## config.mk

```make
export PLATFORM = sky130hd
export DESIGN_NAME = kbr_ctrl
export DESIGN_NICKNAME = d
export VERILOG_FILES = /design/src/rtl/kbr_pkg.sv /design/src/rtl/kbr_ctrl.sv
export SDC_FILE = /design/constraint.sdc
export NUM_CORES = 1
export LEC_CHECK = 0
export BUFFER_PORTS_ARGS = -buffer_cell sky130_fd_sc_hd__buf_2
export CORE_AREA = 2 2 39 41
export DETAILED_ROUTE_END_ITERATION = 10
export DIE_AREA = 0 0 41 43
export HOLD_SLACK_MARGIN = 0.02
export SYNTH_ARGS = -nofsm -noshare
export SYNTH_HDL_FRONTEND = slang
export SYNTH_SLANG_ARGS = --single-unit
```

## constraint.sdc

```tcl
create_clock -name clk -period 3.7 [get_ports clk]
set_input_delay 0.37 -clock clk [delete_from_list [all_inputs] [get_ports clk]]
set_output_delay 0.37 -clock clk [all_outputs]
set_load 0.005 [all_outputs]
```

## src/rtl/kbr_pkg.sv

```systemverilog
package kbr_pkg;

  // Fixed field widths.
  localparam int KEY_W  = 8;
  localparam int CODE_W = 16;
  localparam int MIDX_W = 9;

  // Report layout.
  localparam int MOD_KEYS    = 8;
  localparam int INPUT_SLOTS = 6;
  localparam int IDX_W       = 3;

  // Parameter defaults.
  localparam int KEY_SLOTS_DEF   = 6;
  localparam int MAP_ENTRIES_DEF = 256;

  // Sequencer states.
  typedef enum logic [2:0] {
    ST_IDLE,
    ST_MOD,
    ST_KEY_RD,
    ST_KEY_CHK,
    ST_REL_RD,
    ST_REL_CHK,
    ST_FIN
  } state_t;

  // Source of the event under test in the datapath.
  typedef enum logic [1:0] {
    SRC_MOD,
    SRC_KEY,
    SRC_REL
  } src_t;

  // Commands from the controller to the datapath.
  typedef struct packed {
    logic load;
    logic map_wr;
    logic idx_clr;
    logic idx_inc;
    logic rd_key;
    logic rd_rel;
    logic step;
    logic finish;
    src_t src;
  } ctl_cmd_t;

  // Status from the datapath to the controller.
  typedef struct packed {
    logic mod_last;
    logic key_end;
    logic rel_end;
    logic adv_ok;
    logic fin_ok;
  } ctl_stat_t;

endpackage

```

## src/rtl/kbr_ctrl.sv

```systemverilog
module kbr_ctrl
  import kbr_pkg::*;
(
  input  logic      clk,
  input  logic      rst,
  input  logic      in_valid,
  input  logic      mode,
  output logic      in_stall,
  input  ctl_stat_t stat,
  output ctl_cmd_t  cmd
);

  state_t state;
  state_t state_next;

  always_ff @(posedge clk) begin
    if (rst) begin
      state <= ST_IDLE;
    end else begin
      state <= state_next;
    end
  end

  // Next state.
  always_comb begin
    state_next = state;
    unique case (state)
      ST_IDLE: begin
        if (in_valid && !mode) begin
          state_next = ST_MOD;
        end
      end
      ST_MOD: begin
        if (stat.adv_ok && stat.mod_last) begin
          state_next = ST_KEY_RD;
        end
      end
      ST_KEY_RD: begin
        state_next = stat.key_end ? ST_REL_RD : ST_KEY_CHK;
      end
      ST_KEY_CHK: begin
        if (stat.adv_ok) begin
          state_next = ST_KEY_RD;
        end
      end
      ST_REL_RD: begin
        state_next = stat.rel_end ? ST_FIN : ST_REL_CHK;
      end
      ST_REL_CHK: begin
        if (stat.adv_ok) begin
          state_next = ST_REL_RD;
        end
      end
      ST_FIN: begin
        if (stat.fin_ok) begin
          state_next = ST_IDLE;
        end
      end
      default: state_next = ST_IDLE;
    endcase
  end

  // Commands to the datapath.
  always_comb begin
    cmd      = '0;
    cmd.src  = SRC_MOD;
    in_stall = (state != ST_IDLE);
    unique case (state)
      ST_IDLE: begin
        if (in_valid) begin
          cmd.load    = !mode;
          cmd.map_wr  = mode;
          cmd.idx_clr = 1'b1;
        end
      end
      ST_MOD: begin
        cmd.src = SRC_MOD;
        if (stat.adv_ok) begin
          cmd.step    = 1'b1;
          cmd.idx_clr = stat.mod_last;
          cmd.idx_inc = !stat.mod_last;
        end
      end
      ST_KEY_RD: begin
        cmd.src     = SRC_KEY;
        cmd.rd_key  = !stat.key_end;
        cmd.idx_clr = stat.key_end;
      end
      ST_KEY_CHK: begin
        cmd.src = SRC_KEY;
        if (stat.adv_ok) begin
          cmd.step    = 1'b1;
          cmd.idx_inc = 1'b1;
        end
      end
      ST_REL_RD: begin
        cmd.src    = SRC_REL;
        cmd.rd_rel = !stat.rel_end;
      end
      ST_REL_CHK: begin
        cmd.src = SRC_REL;
        if (stat.adv_ok) begin
          cmd.step    = 1'b1;
          cmd.idx_inc = 1'b1;
        end
      end
      ST_FIN: begin
        cmd.finish = stat.fin_ok;
      end
      default: cmd = '0;
    endcase
  end

endmodule

```

# Word-level counts from Yosys, hierarchy flattened

Cells that the tools add are included.

Register bits after elaboration: 3
Logic and storage cells: 44
Output and inout port bits: 11
Input bits: 9
Memories: 0
ROM bits: 0
Memory bits (writable): 0
Bits in latches: 0

Multiply operators: 0
Equal/unequal tests: 11
Mux-type cells: 19
Order comparisons: 0
Shift operators: 0
Add/subtract/negate cells: 0
Bitwise logic cells: 0
Divide/modulo/power cells: 0
Reductions and logical operators: 13

Operator list:

| cell                                                 | count |
|---|---|
| 2-to-1 mux 3 bit                                     | 7 |
| one-hot mux 3 bit (7 select lines)                   | 1 |
| inequality test 2 bit (second input constant)        | 5 |
| equality test 3 bit (second input constant)          | 3 |
| equality test 3 x 2 -> 1 bit (second input constant) | 2 |
| 2-to-1 mux 2 bit                                     | 3 |
| OR reduction 2 bit                                   | 3 |
| 2-to-1 mux 1 bit                                     | 5 |
| AND reduction 5 bit                                  | 1 |
| logical NOT 1 bit                                    | 4 |
| one-hot mux 2 bit (2 select lines)                   | 1 |
| equality test 3 x 1 -> 1 bit (second input constant) | 1 |
| logical NOT 3 bit                                    | 1 |
| one-hot mux 1 bit (3 select lines)                   | 1 |
| nonzero test 3 bit                                   | 1 |
| OR reduction 3 bit                                   | 1 |
| logical AND 1 bit                                    | 2 |
| one-hot mux 1 bit (2 select lines)                   | 1 |

# Depth between registers and ports, before layout

Word-level depth: 4
Depth in mapped cells: 5
Depth with buffers taken out: 4

# Worst setup path after synthesis

OpenSTA, ideal clock, no wires.

Path type: register -> output
From: register state[1]
To: output cmd[7] (netlist name)
Cell stages (with the launch flop): 6
Slack: 2.429 ns
Arrival: 0.901 ns
Buffers on the path: 1
Required time: 3.330 ns
Cells stage by stage: dfxtp_1 buf_4 inv_2 nand2_1 a21o_1 a21oi_1

RTL lines:

| item                     | line           | RTL |
|---|---|---|
| start: declaration       | kbr_ctrl.sv:13 | `state_t state;` |
| start signal: assignment | kbr_ctrl.sv:20 | `state <= state_next;` |
| end: declaration         | kbr_ctrl.sv:10 | `output ctl_cmd_t cmd` |

==> impl_metrics.toml <==
[critical_path]
start_kind = "flop"
cp.required_ns = 3.33
arrival_ns = 1.41
crit_type = "flop to output port"
cp-end-kind = "output port"
crit_fanout = 13

[clock_network]
cts_sinks = 3
post_cts_buffers = 0
cts_resized = 0
path_clk_slew_ns = 0.04
cts_tree = "done"
root_buffer = "clkbuf_4"
insertion_delay_ns = 0.24
htreeDepth = 1
clock_path_buffers = 2
cts_hold_buf = 0
numCtsBuffers = 3

[power_and_ir_drop]
peakVddDrop_mv = 0.2878
leakage_nw = 0.2362
power_density_nw_per_um2 = 725.9

[finish]
multi_input_area_um2 = 240.2
diodes = 0
fin_nets = 77
top_register = "state"
post-route-util_pct = 32.73
drive_gt1_share_pct = 40.30
fillCellCount = 157
mostFrequentLayoutCell = "buf_2"
final_cell_mix = "buf_2 (19), nor2_1 (6), nand2_1 (5)"
fin_area_um2 = 452.9
top_regs = "state (3)"
syn2layout_area_growth_pct = 35.07
largest_reg_flops = 3
regArea_um2 = 60.06

[sta]
post-route-min-period_ns = 1.777
tns_ns = 0
setup_viol = 0
rsz0062_at_grt = "no"
relSlewSlack_pct = 71.86
finClkSkew_ns = 0.003323
setup_ws_ns = 1.923
tightest_slew_ns = 0.4215
slew_violations = 0
fmax_mhz = 562.8
period_share_pct = 48.02
finalHoldViolCount = 0

[place]
io_buffers = 19
dp_hpwl_um = 663.4
gp_congestion = 0.6882
pre_cts_slack_ns = 2.166
postPlaceCellArea_um2 = 426.7

[grt]
grt_overflow = 0
grt_pass1_wl_mm = 1.207
grt_antenna_before_repair = 0
grt_util_all_layers_pct = 10.02
grt_max_degree = 14
grt_pass1_vias = 290

[yosys]
synthAdderAreaFrac_pct = 0
synth_simple_gate_area_share_pct = 35.45
ys_types = 25
syn_area_um2 = 335.3
synthMuxAreaShare_pct = 2.985
netlist_instances = 47
ys_seq_elements = 3
postSynthNetCount = 56
yosys.area_share.xor_xnor_pct = 0
synth_area_per_cell_um2 = 7.135
yosysSeqAreaShare_pct = 17.91
synth_top_family_by_area = "simple AND/OR/NAND/NOR gates"
yosysWarnings = 0
synth_compound_area_share_pct = 33.21

[floorplanning]
die_area_um2 = 1763
std_cell_rows = 14
ios = 20
coreArea_um2 = 1384
start_util_pct = 24.23
dieHeight_um = 43
fp.dieW_um = 41

[routing]
routed_wl_um = 843
vias = 404
antenna_left = 0
first_iter_violations = 6
avgViaCountPerCell = 4.867
route.detailed.drc = 0
wl_per_cell_um = 10.16
drt_pass1_iterations = 4

[run_status]
outcome = "finished clean"

[flow_run]
max-cap-violations = 0

[hold_path]
hold_path.class = "primary input to flop"
## cells in the mapped netlist
cell,instances,area [um2]
nor3b_1,1,7.510
dfxtp_1,3,60.06
nand4_1,1,6.260
a21oi_1,4,20.02
mux2i_1,1,10.01
a21o_1,2,15.01
nor4_1,1,6.260
a2111oi_2,1,15.01
buf_6,1,11.26
a21boi_1,1,7.510
buf_2,1,5.000
nor2_1,6,22.52
nand2b_1,2,12.51
nand2_1,5,18.77
inv_2,1,3.750
and3_1,3,18.77
inv_1,2,7.510
nor2b_1,1,6.260
o21ba_1,1,10.01
o21a_1,1,7.510
a211oi_2,1,12.51
nor3_1,4,20.02
buf_4,1,7.510
o2bb2ai_2,1,15.01
a21oi_2,1,8.760
## power by group
part / total [W] / switching [W] / internal (W)
Clock: 0.0000591 / 0.0000186 / 0.0000405
Combinational: 0.000188 / 0.0000932 / 0.0000949
Sequential: 0.0000816 / 0.0000363 / 0.0000452
Total: 0.000329 / 0.000148 / 0.000181
## worst paths after layout
| check | endpoint | startpoint | depth (start not counted) | slack, ns |
|---|---|---|---|---|
| worst min-delay path | state[1]$_SDFFE_PP0P_ | rst | 2 | 0.32 |
| worst min register to register | state[1]$_SDFFE_PP0P_ | state[1]$_SDFFE_PP0P_ | 2 | 0.70 |
| worst max-delay path | cmd[4] | state[2]$_SDFFE_PP0P_ | 3 | 1.92 |
| worst max register to register | state[1]$_SDFFE_PP0P_ | state[2]$_SDFFE_PP0P_ | 4 | 2.19 |
## critical path, cell delays in order, from the launching register on
cell and delay, ns:
dfxtp_1 0.57, nor2b_1 0.27, nor3b_1 0.20, buf_2 0.14
## cell families after synthesis
group	after synthesis
compound gates	13
buf+inv	6
flops	3
mux	1
simple gates	24
## per-stage QoR
step,hold WS (ns),total power (W),instances
2_1_floorplan,0.4346,0.0002236,47
6_report,0.3239,0.0003288,83
3_3_place_gp,0.5637,0.0002676,79
5_1_grt,0.3139,0.0003662,83
3_5_place_dp,0.5710,0.0002711,79
4_1_cts,0.3169,0.0003337,83
## final cells by class
cell class	instances	area share, %
multi-input cells	38	53.04
clock buffers	4	5.801
flip-flops and latches	3	13.26
inverters	3	2.486
repair buffers	19	20.99
well taps	16	4.420
## routing by layer
metal	up-vias	wire (um)	track usage (%)
li1	208	-	-
met1	173	377	13.10
met2	23	366	13.75
met3	0	99	3.141
met4	0	0	6.000
met5	-	0	0
Note: power is estimated with default switching activity, not from simulation.
